`config.mk`:
```
export PLATFORM = sky130hd
export DESIGN_NAME = dlbfs_ctrl
export DESIGN_NICKNAME = d
export VERILOG_FILES = /design/src/sv/dlbfs_pkg.sv /design/src/sv/dlbfs_ctrl.sv
export SDC_FILE = /design/constraint.sdc
export NUM_CORES = 1
export LEC_CHECK = 0
export BUFFER_PORTS_ARGS = -buffer_cell sky130_fd_sc_hd__clkbuf_2
export CAP_MARGIN = 5
export CORE_MARGIN = 2
export CORE_UTILIZATION = 41
export DETAILED_ROUTE_END_ITERATION = 10
export GPL_ROUTABILITY_DRIVEN = 0
export HOLD_SLACK_MARGIN = 0.05
export PLACE_DENSITY_LB_ADDON = 0.15
export SLEW_MARGIN = 25
export SYNTH_ARGS = -nofsm -noshare
export SYNTH_HDL_FRONTEND = slang
export SYNTH_SLANG_ARGS = --single-unit
```
`constraint.sdc`:
```
create_clock -name clk -period 1.5 [get_ports clk]
set_clock_uncertainty 0.05 [all_clocks]
set_input_delay 0.15 -clock clk [delete_from_list [all_inputs] [get_ports clk]]
set_output_delay 0.15 -clock clk [all_outputs]
set_load 0.01 [all_outputs]
```
`src/sv/dlbfs_pkg.sv`:
```
// ----------------------------------------------------------------------------
// dlbfs_pkg
// Shared types and constants for the depth limited breadth first search engine.
// ----------------------------------------------------------------------------
package dlbfs_pkg;

  localparam int MAX_VERTICES = 1024;
  localparam int MAX_EDGES    = 4096;

  localparam int VIDX_W  = $clog2(MAX_VERTICES);      // vertex index
  localparam int VCNT_W  = $clog2(MAX_VERTICES + 1);  // vertex count
  localparam int EIDX_W  = $clog2(MAX_EDGES);         // edge slot index
  localparam int ECNT_W  = $clog2(MAX_EDGES + 1);     // edge offset
  localparam int ROW_D   = MAX_VERTICES + 1;
  localparam int ROW_AW  = $clog2(ROW_D);
  localparam int DEPTH_W = 16;
  localparam int SLOT_W  = 12;
  localparam int ACT_W   = 2;
  localparam int VD_W    = DEPTH_W + 1;               // {mark, depth}
  localparam int FIFO_W  = VIDX_W + DEPTH_W;          // {vertex, depth}

  typedef enum logic [ACT_W-1:0] {
    ACT_LOAD_ROW  = 2'd0,
    ACT_LOAD_EDGE = 2'd1,
    ACT_RUN       = 2'd2,
    ACT_READ      = 2'd3
  } dlbfs_act_t;

  typedef enum logic [1:0] {
    OSEL_LOAD,
    OSEL_READ,
    OSEL_RUN
  } dlbfs_osel_t;

  typedef enum logic [3:0] {
    S_IDLE,
    S_READ,
    S_CLEAR,
    S_START,
    S_POP,
    S_POPW,
    S_ROW0,
    S_ROW1,
    S_EDGE,
    S_EDGEW,
    S_MARK,
    S_FIN
  } dlbfs_state_t;

  typedef struct packed {
    logic        accept;
    logic        clr_step;
    logic        start;
    logic        pop_issue;
    logic        pop_take;
    logic        row_lo;
    logic        row_hi;
    logic        edge_issue;
    logic        edge_take;
    logic        mark;
    logic        out_load;
    dlbfs_osel_t out_sel;
  } dlbfs_cmd_t;

  typedef struct packed {
    logic clr_last;
    logic src_bad;
    logic fifo_empty;
    logic ud_zero;
    logic edge_done;
    logic v_bad;
    logic v_marked;
  } dlbfs_sts_t;

endpackage

```
`src/sv/dlbfs_ctrl.sv`:
```
// ----------------------------------------------------------------------------
// dlbfs_ctrl
// Sequencer: accepts items, steps the search and owns the result valid flag.
// ----------------------------------------------------------------------------
module dlbfs_ctrl (
  input  logic                  clk,
  input  logic                  rst_n,
  input  logic                  in_valid,
  input  logic [dlbfs_pkg::ACT_W-1:0] in_action,
  output logic                  in_stall,
  output logic                  out_valid,
  input  logic                  out_stall,
  input  dlbfs_pkg::dlbfs_sts_t sts,
  output dlbfs_pkg::dlbfs_cmd_t cmd
);

  dlbfs_pkg::dlbfs_state_t state_r, state_nxt;
  logic out_valid_r, out_valid_nxt;
  logic out_free;

  assign out_free = !out_valid_r || !out_stall;

  always_ff @(posedge clk) begin
    if (!rst_n) begin
      state_r     <= dlbfs_pkg::S_IDLE;
      out_valid_r <= 1'b0;
    end else begin
      state_r     <= state_nxt;
      out_valid_r <= out_valid_nxt;
    end
  end

  always_comb begin
    state_nxt   = state_r;
    cmd         = '0;
    cmd.out_sel = dlbfs_pkg::OSEL_LOAD;
    in_stall    = 1'b1;
    case (state_r)
      dlbfs_pkg::S_IDLE: begin
        in_stall = !out_free;
        if (in_valid && out_free) begin
          cmd.accept = 1'b1;
          case (dlbfs_pkg::dlbfs_act_t'(in_action))
            dlbfs_pkg::ACT_READ: state_nxt = dlbfs_pkg::S_READ;
            dlbfs_pkg::ACT_RUN:  state_nxt = dlbfs_pkg::S_CLEAR;
            default: begin
              cmd.out_load = 1'b1;
              cmd.out_sel  = dlbfs_pkg::OSEL_LOAD;
            end
          endcase
        end
      end
      dlbfs_pkg::S_READ: begin
        if (out_free) begin
          cmd.out_load = 1'b1;
          cmd.out_sel  = dlbfs_pkg::OSEL_READ;
          state_nxt    = dlbfs_pkg::S_IDLE;
        end
      end
      dlbfs_pkg::S_CLEAR: begin
        cmd.clr_step = 1'b1;
        if (sts.clr_last) state_nxt = dlbfs_pkg::S_START;
      end
      dlbfs_pkg::S_START: begin
        if (sts.src_bad) begin
          state_nxt = dlbfs_pkg::S_FIN;
        end else begin
          cmd.start = 1'b1;
          state_nxt = dlbfs_pkg::S_POP;
        end
      end
      dlbfs_pkg::S_POP: begin
        if (sts.fifo_empty) begin
          state_nxt = dlbfs_pkg::S_FIN;
        end else begin
          cmd.pop_issue = 1'b1;
          state_nxt     = dlbfs_pkg::S_POPW;
        end
      end
      dlbfs_pkg::S_POPW: begin
        cmd.pop_take = 1'b1;
        state_nxt    = sts.ud_zero ? dlbfs_pkg::S_POP : dlbfs_pkg::S_ROW0;
      end
      dlbfs_pkg::S_ROW0: begin
        cmd.row_lo = 1'b1;
        state_nxt  = dlbfs_pkg::S_ROW1;
      end
      dlbfs_pkg::S_ROW1: begin
        cmd.row_hi = 1'b1;
        state_nxt  = dlbfs_pkg::S_EDGE;
      end
      dlbfs_pkg::S_EDGE: begin
        if (sts.edge_done) begin
          state_nxt = dlbfs_pkg::S_POP;
        end else begin
          cmd.edge_issue = 1'b1;
          state_nxt      = dlbfs_pkg::S_EDGEW;
        end
      end
      dlbfs_pkg::S_EDGEW: begin
        cmd.edge_take = 1'b1;
        state_nxt     = sts.v_bad ? dlbfs_pkg::S_EDGE : dlbfs_pkg::S_MARK;
      end
      dlbfs_pkg::S_MARK: begin
        cmd.mark  = !sts.v_marked;
        state_nxt = dlbfs_pkg::S_EDGE;
      end
      dlbfs_pkg::S_FIN: begin
        if (out_free) begin
          cmd.out_load = 1'b1;
          cmd.out_sel  = dlbfs_pkg::OSEL_RUN;
          state_nxt    = dlbfs_pkg::S_IDLE;
        end
      end
      default: state_nxt = dlbfs_pkg::S_IDLE;
    endcase
  end

  always_comb begin
    out_valid_nxt = out_valid_r;
    if (cmd.out_load) out_valid_nxt = 1'b1;
    else if (out_valid_r && !out_stall) out_valid_nxt = 1'b0;
  end

  assign out_valid = out_valid_r;

endmodule

```
==> results of run 1 <==
## what timing repair did
item / CTS / global route
endpoints found under the setup margin: 13 / 14
buffers inserted: 5 / 0
pin swaps: 4 / 3
resized for setup: 15 / 16
cloned: 0 / 0
## final cells by class
cell class              count  area (µm²)
inverters                   2       7.507
fillers                   135       516.7
clock buffers               4       26.28
repair buffers             46       281.5
well taps                  16       20.02
multi-input cells          71       529.3
flip-flops and latches      5       107.6
## flip-flops by register name, indices dropped and copies added (netlist names)
| name | flops |
|---|---|
| out_valid | 1 |
| state_r | 4 |
## power groups by stage
stage	combinational, mW	clock (mW)	sequential (mW)
5_1_grt	1.12	0.170	0.239
3_5_place_dp	0.756	0	0.209
6_report	1.03	0.149	0.234
4_1_cts	0.918	0.158	0.224
3_3_place_gp	0.754	0	0.205
2_1_floorplan	0.561	0	0.189
## metal layers
layer / GRT usage / vias to the layer above / wire length, µm
met5: 0 / - / 0
met4: 0.07879 / 0 / 0
met3: 0.02500 / 0 / 81
met2: 0.3463 / 22 / 931
met1: 0.3023 / 359 / 924
li1: - / 396 / -
## synth_stat cells (2+ instances only)
cell type                  count  area (µm²)
sky130_fd_sc_hd__nor4_1        2       12.51
sky130_fd_sc_hd__nand3_1       3       15.01
sky130_fd_sc_hd__nand2_1       9       33.78
sky130_fd_sc_hd__nand2b_1      5       31.28
sky130_fd_sc_hd__nor3_2        2       20.02
sky130_fd_sc_hd__dfxtp_1       5       100.1
sky130_fd_sc_hd__a21oi_1       5       25.02
sky130_fd_sc_hd__clkbuf_8      3       41.29
sky130_fd_sc_hd__inv_1         2       7.510
sky130_fd_sc_hd__buf_4         2       15.01
sky130_fd_sc_hd__and2_1        2       12.51
sky130_fd_sc_hd__nor2b_1       4       25.02
sky130_fd_sc_hd__o21ai_0       7       35.03
sky130_fd_sc_hd__nor3_1        4       20.02
sky130_fd_sc_hd__nor2_1       10       37.54
sky130_fd_sc_hd__buf_6         3       33.78
## critical path, stage by stage, from the launching register on
cell,delay [ns]
sky130_fd_sc_hd__dfxtp_2,0.34
sky130_fd_sc_hd__buf_4,0.16
sky130_fd_sc_hd__nor2_4,0.11
sky130_fd_sc_hd__o21ai_2,0.07
sky130_fd_sc_hd__a21oi_2,0.16
sky130_fd_sc_hd__and2_4,0.16
sky130_fd_sc_hd__clkbuf_2,0.12
## stage by stage
stage / setup TNS [ns] / setup WS, ns / hold WS, ns / utilization / instance area, µm²
6_report: -0.1535 / -0.06095 / 0.1490 / 0.6529 / 972.2
4_1_cts: -0.2338 / -0.1163 / 0.1329 / 0.6160 / 917.1
5_1_grt: -0.6024 / -0.1186 / 0.1806 / 0.6529 / 972.2
3_3_place_gp: 0 / 0.02603 / 0.3793 / 0.5387 / 802.0
2_1_floorplan: 0 / 0.1023 / 0.2217 / - / 636.9
3_5_place_dp: -0.0007619 / -0.0007619 / 0.3871 / 0.5387 / 802.0
## cells by family after synthesis
family	Yosys count
AO/OA/AOI/OAI	24
AND/OR/NAND/NOR	47
flip-flops	5
buffers and inverters	11
## final timing paths
path	endpoint	slack (ns)	from
min	out_valid	0.15	out_stall
max reg2reg	state_r[1]	-0.04	state_r[3]
min reg2reg	out_valid	0.48	out_valid
max	cmd[2]	-0.06	state_r[3]
==> results, run 1 <==
- The DRC violations left is 0.
- Leaving out fill and tap cells, the most frequent cells in the layout are sky130_fd_sc_hd__clkbuf_2 (22), sky130_fd_sc_hd__buf_4 (18), sky130_fd_sc_hd__nand2_1 (9).
- The highest achievable clock rate is 640.6 MHz.
- The first global-routing pass estimated 3.091 mm of wire.
- The via count of the first global-routing pass is 709.
- In this run the worst path has a maximum fanout of 6.
- The most used flip-flop cell after synthesis is sky130_fd_sc_hd__dfxtp_1.
- The internal power is 0.8036 mW.
- Setup repair after global routing could not meet its margin everywhere.
- The number of optimization iterations in the first detailed-route pass is 6.
- The share of the synthesized area in compound gates (AO/OA/AOI/OAI) is 0.2790.
- The analysis attributes to net switching a power of 0.6131 mW.
- The CTS H-tree depth is 1.
- After synthesis the cells add up to 636.9 µm².
- Across the VDD grid, the largest voltage drop is 0.9693 mV.
- The core region is 1489 µm².
- The initial antenna violation count is 0.
- The floorplan has 14 rows.
- The share of total power dissipated in the clock network is 0.105.
- In the final design database the tool counted 142 nets.
- The post-layout instance count excluding filler cells is 144.
- Leaving out fill and tap cells, the most frequent cell in the layout is sky130_fd_sc_hd__clkbuf_2.
- The basic-gate share of the synthesized area counting and, or, nand and nor cells is 0.4028.
- Measured in cells, the most critical reg-to-reg path has a length of 6.
- The die is 43.41 µm wide.
- The flow ran to the end, but the final reports show violations.
- Of the post-synthesis cell area, the part taken by muxes is 0.
- STA classifies the critical path endpoint as an output port.
- Setup violations remaining at the end of the flow were counted as 3.
- Yosys printed 0 warnings.
- After technology mapping, the gate count stands at 87.
- The fraction of synthesized cell area in xor and xnor cells is 0.
- The number of buffers added on ports is 27.
- Detailed routing inserted a total of 777 vias.
- The aggregate global routing overflow is 0.
- The die area is 1884 µm².
- After synthesis, the largest family of logic cells by area is simple AND/OR/NAND/NOR gates.
- The area growth from synthesis to layout is 52.65%.
- The number of nets produced by synthesis is 100.
- The number of distinct library cell variants in the gate-level netlist after synthesis is 35.
- The die is 43.41 µm tall.
- For this block, the initial DRC count from the detailed router was 26.
- The data arrival time of the critical path is 1.36 ns.
- The worst slew margin relative to its limit is 0.8201.
- The repair_antennas step left the layout with diodes totalling 0.
- The cell at the root of the clock tree is sky130_fd_sc_hd__clkbuf_4.
- The HPWL after detailed placement is 1.393 mm.
- The share of post-route cells with drive strength above 1 is 0.5781.
- A synthesized cell averages 7.320 µm².
- Clock-pin slew was measured on the worst setup and hold paths at 0.04 ns.
- The initial core utilization is 0.4277.
- The mean number of vias per cell is 5.396.
- The element type at the critical path start is a register.
- The leakage power of the design is 0.4369 nW.
- For this run, the register share of the synthesized area comes to 0.1572.
- Counting I/O delays and the setup requirement, the final critical path takes 1.561 ns.
- The final-report max-slew violation count is 0.
- Clock tree synthesis found a total of 5 sinks.
- The hold-critical path depth is 3.
- In this run, CTS created clock tree buffers numbering 3.
- At the worst endpoint, the required time is 1.30 ns.
- The post-cts hold buffer count is 0.
- The share of total power dissipated in combinational logic is 0.730.
- Entering global routing, the biggest net connects 10 pins.
- In this run, synthesis inferred 0 flip-flops with an integrated enable.
- The post-layout total power is 1.417 mW.
- The switching fraction of total power is 0.4328.
- The total power per unit cell area is 1457 nW/µm².
- Summed over all layers, the routed wires come to 1.936 mm.
- The hold violation total from the final report is 0.
- Synthesis inferred 5 register bits.
- The worst-skew pair later-pin latency is 0.23 ns.
- In this run the worst hold path is classified as in2reg.
- Of the total synthesized cell area, the portion taken by full adders, half adders and majority gates is 0.
- The clock tree from TritonCTS is yes.
- The least setup slack across all paths after layout is -0.06095 ns.
- 28 I/O pins were placed.
- The setup path with the least slack is of type reg2out.
- The average wire per cell in the routed design is 13.44 µm.
- At the pin with the least slew margin, the transition time is 0.2691 ns.
- The number of violations of the max-capacitance limit is 0.
- The global-route usage over all layers is 0.2169.
- The share of the clock period used by the worst path after layout is 1.041.
- The number of nets with antenna violations after detailed routing is 0.
- The checks that failed: setup timing.
- The post-synthesis async set-or-reset flop share is 0.
- The proportion of power drawn by flip-flops and latches is 0.165.
- In this run, placement finished with an instance count of 135.
- In this run the deepest clock path goes through 2 buffers.
(Power assumes the default switching activity.)
==> run 2: changes to the inputs <==
--- a/config.mk
+++ b/config.mk
@@ -7,7 +7,6 @@
 export LEC_CHECK = 0
 export BUFFER_PORTS_ARGS = -buffer_cell sky130_fd_sc_hd__clkbuf_2
 export CAP_MARGIN = 5
-export CORE_MARGIN = 2
 export CORE_UTILIZATION = 41
 export DETAILED_ROUTE_END_ITERATION = 10
 export GPL_ROUTABILITY_DRIVEN = 0
==> constraint.sdc (replaced) <==
create_clock -name clk -period 1.5 [get_ports clk]
set_clock_uncertainty 0.05 [all_clocks]
set_input_delay 0.3 -clock clk [delete_from_list [all_inputs] [get_ports clk]]
set_output_delay 0.3 -clock clk [all_outputs]
set_load 0.01 [all_outputs]
==> run 2 against run 1 <==
Compared with the run above:
- the run still ends with setup timing left
- largest power group unchanged
- count of clock-buffer cells in the layout stayed put
- largest cell class unchanged
- global-route usage is 0.30 points higher
- first-iteration DRC count is 12% lower
- clock power is 3% lower
- fmax is 6.1% lower
==> results, run 2 (synthesis gave the netlist of run 1 again) <==
- The flow ran to the end, but the final reports show violations.
- The checks that failed: setup timing.
- The tool flagged a number of max-cap violations equal to 0.
- The initial DRC count is 23.
- The critical path class is reg2out.
- The final-report setup violation count is 17.
- In this run the most critical hold path is launched from out_stall.
- The worst-skew pair later-pin latency is 0.23 ns.
- The number of buffers added on ports is 27.
- The die height is 41.41 µm.
- The total power per unit cell area is 1384 nW/µm².
- The CTS sink count is 5.
- In this run the number of cells on the critical path is 4.
- The number of clock buffers added by TritonCTS is 3.
- Global routing finished with a remaining overflow of 0.
- The core footprint is 1366 µm².
- 0 antenna diodes ended up in the layout.
- Counting along the longest clock path gives a buffer depth of 2.
- The mean number of vias per cell is 5.382.
- The DRC violations left is 0.
- In this run the core area contains 13 standard-cell rows.
- STA classifies the critical path startpoint as a register.
- The slew at the pin closest to its max-slew limit is 0.2974 ns.
- The hold-critical path depth is 3.
- The initial utilization of the core area, before any placement, comes to 0.4661.
- Data on the critical path arrives at its endpoint at 1.31 ns.
- The first-pass GRT wire length is 3.008 mm.
- The average wire per cell in the routed design is 13.18 µm.
- During I/O placement, the number of pins put on the boundary was 28.
- Setup repair after global routing could not meet its margin everywhere.
- The HPWL after detailed placement is 1.317 mm.
- The end of the worst hold path is out_valid.
- The clock slew seen by the registers of the worst setup and hold paths is 0.04 ns.
- Summing all flip-flop and latch instances after layout gives 112.6 µm².
- The top register by number of flip-flops is state_r.
- In the layout the commonest cells are sky130_fd_sc_hd__clkbuf_2 (22), sky130_fd_sc_hd__buf_4 (18), sky130_fd_sc_hd__nand2_1 (9).
- The smallest clock period supported by the final layout is computed as 1.662 ns.
- The final-report max-slew violation count is 0.
- The path type of the worst min-delay path is in2reg.
- For the worst setup path, the data required time is 1.15 ns.
- The share of the core filled with cells is 0.7106.
- The die outline width is 41.41 µm.
- In the final layout, the share of cells above drive strength 1 is 0.5736.
- The number of fill cells in the layout is 113.
- The global-route usage over all layers is 0.2198.
- The routed design has 1.898 mm of wire.
- CTS built an H-tree with a depth of 1.
- In this run the static leakage power is 0.4382 nW.
- The pre-antenna-repair detailed-routing pass consisted of 4 iterations.
- The number of cells on the worst reg-to-reg path is 6.
- The net count of the finished layout is 143.
- Buffers inserted to repair hold after CTS numbered 0.
- The die area is 1715 µm².
- IR analysis of the VDD net gives a maximum drop of 0.8387 mV.
- Walking the worst path, the cells encountered are or2_4 -> buf_4 -> nor3_2 -> clkbuf_2.
- The worst reg2reg path endpoint is state_r[1].
- The highest achievable clock rate is 601.8 MHz.
- The critical register-to-register path startpoint is state_r[1].
- Power comes to 1.343 mW.
- The worst setup path is captured at an output port.
- The cell family contributing the most delay on the critical path is simple AND/OR/NAND/NOR gates.
- The via count of the first global-routing pass is 655.
- The most common cell after layout, fill and taps aside is sky130_fd_sc_hd__clkbuf_2.
- Summing all multi-input logic gate instances after layout gives 513.0 µm².
- In the post-route analysis, the smallest setup slack over all paths is -0.1618 ns.
- The register-to-register setup slack is -0.13 ns.
- TritonCTS built the clock tree.
- The root buffer cell chosen for the clock tree is sky130_fd_sc_hd__clkbuf_4.
- The delay of the slowest critical-path stage is 0.36 ns.
- The maximum net fanout on the critical path is 6.
- Counting both buffers and inverters, the worst setup path holds a total of 2.
- The flip-flop count of the largest register after layout is 4.
- Dividing the final minimum period by the clock period gives 1.108.
- The cell type of the slowest stage on the worst timing path is sky130_fd_sc_hd__dfxtp_4.
- The total negative setup slack is -1.723 ns.
- The worst pin sits at a relative slew slack of 0.8011.
- The number of vias in the routed layout is 775.
- The largest net degree at the start of global routing is 14.
- The number of nets with antenna violations after detailed routing is 0.
- The hold violation total from the final report is 0.
- The post-synthesis to final-layout area growth is 52.46%.
- The initial antenna violation count came to 0.
[run 2: changes by cell type in the layout (fill, tap and decap cells not counted), sizes merged]
| cell | before | now |
|---|---|---|
| buf | 24 | 25 |
[run 2: metal layers]
metal  up-vias  track usage  share of wire  wire length, µm
met4         0      0.03226         0.0079               15
met3         2      0.03913          0.043               82
met1       361       0.3093           0.47              888
met5         -            0              0                0
li1        393            -              -                -
met2        19       0.3563           0.48              912
[run 2: power by group]
group | switching [mW] | total [mW] | internal, mW | leakage, nW
logic | 0.474 | 0.952 | 0.478 | 0.380
clock network | 0.0452 | 0.145 | 0.0999 | 0.0150
registers | 0.0678 | 0.246 | 0.178 | 0.0435
total | 0.587 | 1.34 | 0.757 | 0.438
[run 2: layout make-up]
| type | instances | share of cell area |
|---|---|---|
| inverters | 2 | 0.007732 |
| multi-input cells | 71 | 0.5284 |
| well taps | 15 | 0.01933 |
| flip-flops and latches | 5 | 0.1160 |
| clock buffers | 4 | 0.02706 |
| repair buffers | 47 | 0.3015 |
[run 2: how the worst max path moves through the flow]
stage / startpoint / to
after floorplan: state_r[1] / cmd[12]
after global placement: state_r[3] / cmd[12]
after detailed placement: state_r[3] / cmd[12]
after CTS: state_r[1] / cmd[12]
after global routing: state_r[1] / cmd[12]
final: state_r[1] / cmd[9]
[run 2: what timing repair did]
item,4_1_cts,5_1_grt
pin swaps,6,5
endpoints found under the setup margin,17,18
gates resized for setup,17,14
setup buffers,4,1
[run 2: worst reg2reg max path: stages, from the launching register on]
cell and delay (ns):
sky130_fd_sc_hd__dfxtp_4 0.36, sky130_fd_sc_hd__or2_4 0.27, sky130_fd_sc_hd__buf_4 0.14, sky130_fd_sc_hd__buf_4 0.13
sky130_fd_sc_hd__a211oi_4 0.30, sky130_fd_sc_hd__a221oi_4 0.08, sky130_fd_sc_hd__a31o_1 0.19
[run 2: metrics by stage]
stage               hold WS (ns)  area, µm²  cells  setup WS, ns
floorplan                 0.3717      636.9     87       0.01402
global placement          0.4768      815.8    136      -0.05307
detailed placement        0.4951      815.8    136      -0.05763
CTS                       0.3001      927.1    143       -0.1612
global route              0.3312      970.9    144       -0.2280
finish                    0.2954      970.9    144       -0.1618
==> run 3: changes to the inputs <==
--- a/config.mk
+++ b/config.mk
@@ -5,9 +5,10 @@
 export SDC_FILE = /design/constraint.sdc
 export NUM_CORES = 1
 export LEC_CHECK = 0
+export ABC_AREA = 1
 export BUFFER_PORTS_ARGS = -buffer_cell sky130_fd_sc_hd__clkbuf_2
 export CAP_MARGIN = 5
-export CORE_UTILIZATION = 41
+export CORE_UTILIZATION = 39
 export DETAILED_ROUTE_END_ITERATION = 10
 export GPL_ROUTABILITY_DRIVEN = 0
 export HOLD_SLACK_MARGIN = 0.05
==> run 3 against run 2 <==
Compared with the run above:
- power down 3.7%
- design area fell by 6.6%
- critical path depth up 2
- the flow still finishes with violations (setup timing)
==> results, run 3 <==
- The run finished, with violations left.
- The checks that failed: setup timing.
- From synthesis to final layout, the design area changed by 69.00%.
- The hold violation total from the final report is 0.
- The total power per unit cell area is 1426 nW/µm².
- The number of antenna diodes is 0.
- The first global-routing pass estimated 2.463 mm of wire.
- The type of element capturing the critical path is an output port.
- The flip-flop count of the largest register after layout is 4.
- The region available for standard cell placement spans 1285 µm².
- The number of I/O pins is 28.
- After detailed routing, the number of remaining DRC violations is 0.
- The data arrival time of the critical path is 1.27 ns.
- In the final design database the tool counted 158 nets.
- The proportion of synthesized chip area in sequential cells is 0.1865.
- The library cells used most frequently in the layout, excluding fill and tap cells, are sky130_fd_sc_hd__nand2_1 (28), sky130_fd_sc_hd__clkbuf_2 (20), sky130_fd_sc_hd__inv_1 (18).
- Adding up every negative setup slack in the final design gives -0.5420 ns.
- Dividing the detail-routed via count by the number of cells gives 4.648.
- The cell at the root of the clock tree is sky130_fd_sc_hd__clkbuf_4.
- The slew at the pin closest to its max-slew limit is 0.1757 ns.
- The critical path class is reg2out.
- The number of vias in the routed layout is 739.
- In this run the number of H-tree levels came out at 1.
- Averaged over all synthesized cells, the footprint is 5.211 µm².
- The number of nets with antenna violations after detailed routing is 0.
- Once layout is done, the placed cells without fillers occupy 907.1 µm².
- The initial core utilization is 0.4177.
- The combined buffer and inverter count along the critical path is 2.
- In this run the cell area measured after placement is 690.7 µm².
- The aggregate global routing overflow is 0.
- The final-report max-slew violation count is 0.
- Dividing the detail-routed wire length by the instance count gives 10.55 µm.
- The analysis attributes to cell leakage a power of 0.5797 nW.
- The most common cell after layout, fill and taps aside is sky130_fd_sc_hd__nand2_1.
- The number of nets produced by synthesis is 116.
- The worst hold margin is 0.3132 ns.
- STA puts the critical path data required time at 1.15 ns.
- After clock tree synthesis, the clock-pin slew on the worst setup and hold paths is 0.04 ns.
- Buffers inserted to repair hold after CTS numbered 0.
- The area share of the leading cell type in the synthesized netlist is 0.2238.
- Setup repair after global routing could not meet its margin everywhere.
- Among all flip-flop cells after synthesis, the most frequent one is sky130_fd_sc_hd__dfxtp_1.
- VDD sags by at most 1.196 mV.
- The number of violations of the max-capacitance limit is 0.
- After layout, the minimum clock period comes to 1.620 ns.
- The leading cell type by number of instances after synthesis is sky130_fd_sc_hd__nand2_1.
- The number of distinct library cell variants in the gate-level netlist after synthesis is 17.
- The die outline width is 39.10 µm.
- The element type at the critical path start is a register.
- The buffer levels on the longest clock path is 2.
- Walking the worst path, the cells encountered are inv_2 -> nand2_4 -> nor2_4 -> nand4_1 -> nand3b_4 -> buf_6.
- In this run the core area contains 13 standard-cell rows.
- The total of flip-flops plus latches after synthesis is 5.
- The mapped netlist covers 536.8 µm².
- Of all flip-flops after synthesis, the portion carrying an async set or reset was 0.
- The worst-skew pair later-pin latency is 0.23 ns.
- The die covers 1529 µm².
- The cell type of the slowest stage on the worst timing path is sky130_fd_sc_hd__dfxtp_4.
- The clock tree from TritonCTS is yes.
- The count of warnings emitted by yosys is 0.
- Setup violations remaining at the end of the flow were counted as 8.
- The path type of the worst min-delay path is in2reg.
- The total wire length is 1.678 mm.
- Ranked by instance count, the synthesized netlist is headed by sky130_fd_sc_hd__nand2_1 (32), sky130_fd_sc_hd__inv_1 (20), sky130_fd_sc_hd__nor2_1 (13), sky130_fd_sc_hd__nand3_1 (9).
- The share of the clock period used by the worst path after layout is 1.080.
- The share of post-route cells with drive strength above 1 is 0.4931.
- The initial antenna violation count is 0.
- The least setup slack across all paths after layout is -0.1203 ns.
- The number of enable flip-flop cells after synthesis is 0.
- The largest net degree at the start of global routing is 7.
- Based on the critical path, the design can be clocked at up to 617.2 MHz.
- The cell accounting for the most synthesized area is sky130_fd_sc_hd__nand2_1.
- The via count of the first global-routing pass was 596.
- In the post-synthesis netlist, the biggest area contributors are sky130_fd_sc_hd__nand2_1 (22%), sky130_fd_sc_hd__dfxtp_1 (19%), sky130_fd_sc_hd__inv_1 (14%).
- Synthesis produced a netlist whose cell count is 103.
- The delay of the slowest critical-path stage is 0.35 ns.
- In the global route stage, overall resource usage came out at 0.2352.
- The number of fill cells in the layout is 127.
- Counting the buffers created by CTS gives 3.
- Counting flops per register, the top entry is state_r.
- The pre-antenna-repair detailed-routing pass consisted of 4 iterations.
- The worst slew margin relative to its limit is 0.8823.
- In this run the register-to-register setup slack is 0.15 ns.
- The wire-length estimate of the detail-placed layout is 1.213 mm.
- The maximum net fanout on the critical path is 3.
- The CTS sink count is 5.
- The detailed router finished its first iteration with 17 violations.
- During placement, the flow inserted port buffers numbering 27.
- The cell family contributing the most delay on the critical path is simple AND/OR/NAND/NOR gates.
- The die height is 39.10 µm.
## run 3: cell types whose count changed after synthesis, moves of 4 or more
| cell | delta |
|---|---|
| sky130_fd_sc_hd__inv_1 | +18 |
| sky130_fd_sc_hd__nor2_2 | +5 |
| sky130_fd_sc_hd__nand3_1 | +6 |
| sky130_fd_sc_hd__nor2b_1 | -4 |
| sky130_fd_sc_hd__o21ai_0 | -7 |
| sky130_fd_sc_hd__nand2b_1 | -5 |
| sky130_fd_sc_hd__nand2_1 | +23 |
| sky130_fd_sc_hd__inv_2 | +5 |
## run 3: kinds of logic after synthesis
kind of cell | after synthesis | synth area share
flip-flops | 5 | 0.1865
AND/OR/NAND/NOR | 68 | 0.5874
AO/OA/AOI/OAI | 4 | 0.03728
buffers and inverters | 26 | 0.1888
## run 3: cell type report
type                    count  area [µm²]  share of cell area
well taps                  15       18.77             0.02069
clock buffers               4       26.28             0.02897
inverters                  25       100.1              0.1103
multi-input cells          72       412.9              0.4552
repair buffers             38       234.0              0.2579
flip-flops and latches      5       115.1              0.1269
## run 3: layer usage
layer,part of all wire,global-route usage,routed length [µm],vias to the layer above
li1,-,-,-,394
met1,0.42,0.2833,699,325
met2,0.53,0.4167,890,18
met3,0.039,0.03468,66,2
met4,0.013,0.07759,21,0
met5,0,0,0,-
## run 3: final timing paths
check,start,endpoint,cells past startpoint
setup / recovery,state_r[3],cmd[2],6
hold / removal,rst_n,state_r[2],3
setup reg to reg,state_r[3],state_r[1],9
hold reg to reg,state_r[0],state_r[0],2
## run 3: worst reg2reg max path: stages, from the launching register on
cell,delay (ns)
sky130_fd_sc_hd__dfxtp_4,0.35
sky130_fd_sc_hd__buf_4,0.15
sky130_fd_sc_hd__nor2_4,0.15
sky130_fd_sc_hd__buf_4,0.14
sky130_fd_sc_hd__nand3_1,0.09
sky130_fd_sc_hd__nand2_1,0.07
sky130_fd_sc_hd__nor2_1,0.04
sky130_fd_sc_hd__nand2_1,0.08
sky130_fd_sc_hd__nand2_1,0.05
sky130_fd_sc_hd__a21oi_1,0.11
## run 3: power breakdown
| part | switching, mW | total [mW] | leakage (nW) | internal [mW] |
|---|---|---|---|---|
| Clock | 0.0475 | 0.148 | 0.0150 | 0.100 |
| Combinational | 0.477 | 0.900 | 0.521 | 0.422 |
| Sequential | 0.0636 | 0.246 | 0.0438 | 0.183 |
| Total | 0.588 | 1.29 | 0.580 | 0.705 |
## run 3: stage by stage
step | cells | total power, mW | setup slack [ns] | utilization
2_1_floorplan | 103 | 0.6451 | 0.08017 | -
3_3_place_gp | 145 | 0.8006 | 0.06894 | 0.5375
3_5_place_dp | 145 | 0.8066 | 0.03039 | 0.5375
4_1_cts | 155 | 1.112 | -0.08015 | 0.6300
5_1_grt | 159 | 1.402 | -0.1837 | 0.7059
6_report | 159 | 1.294 | -0.1203 | 0.7059
## run 3: what timing repair did
item                                    CTS  global route
endpoints found under the setup margin   12            15
pin swaps                                 6             9
resized for setup                        15            23
buffers inserted                          6             4
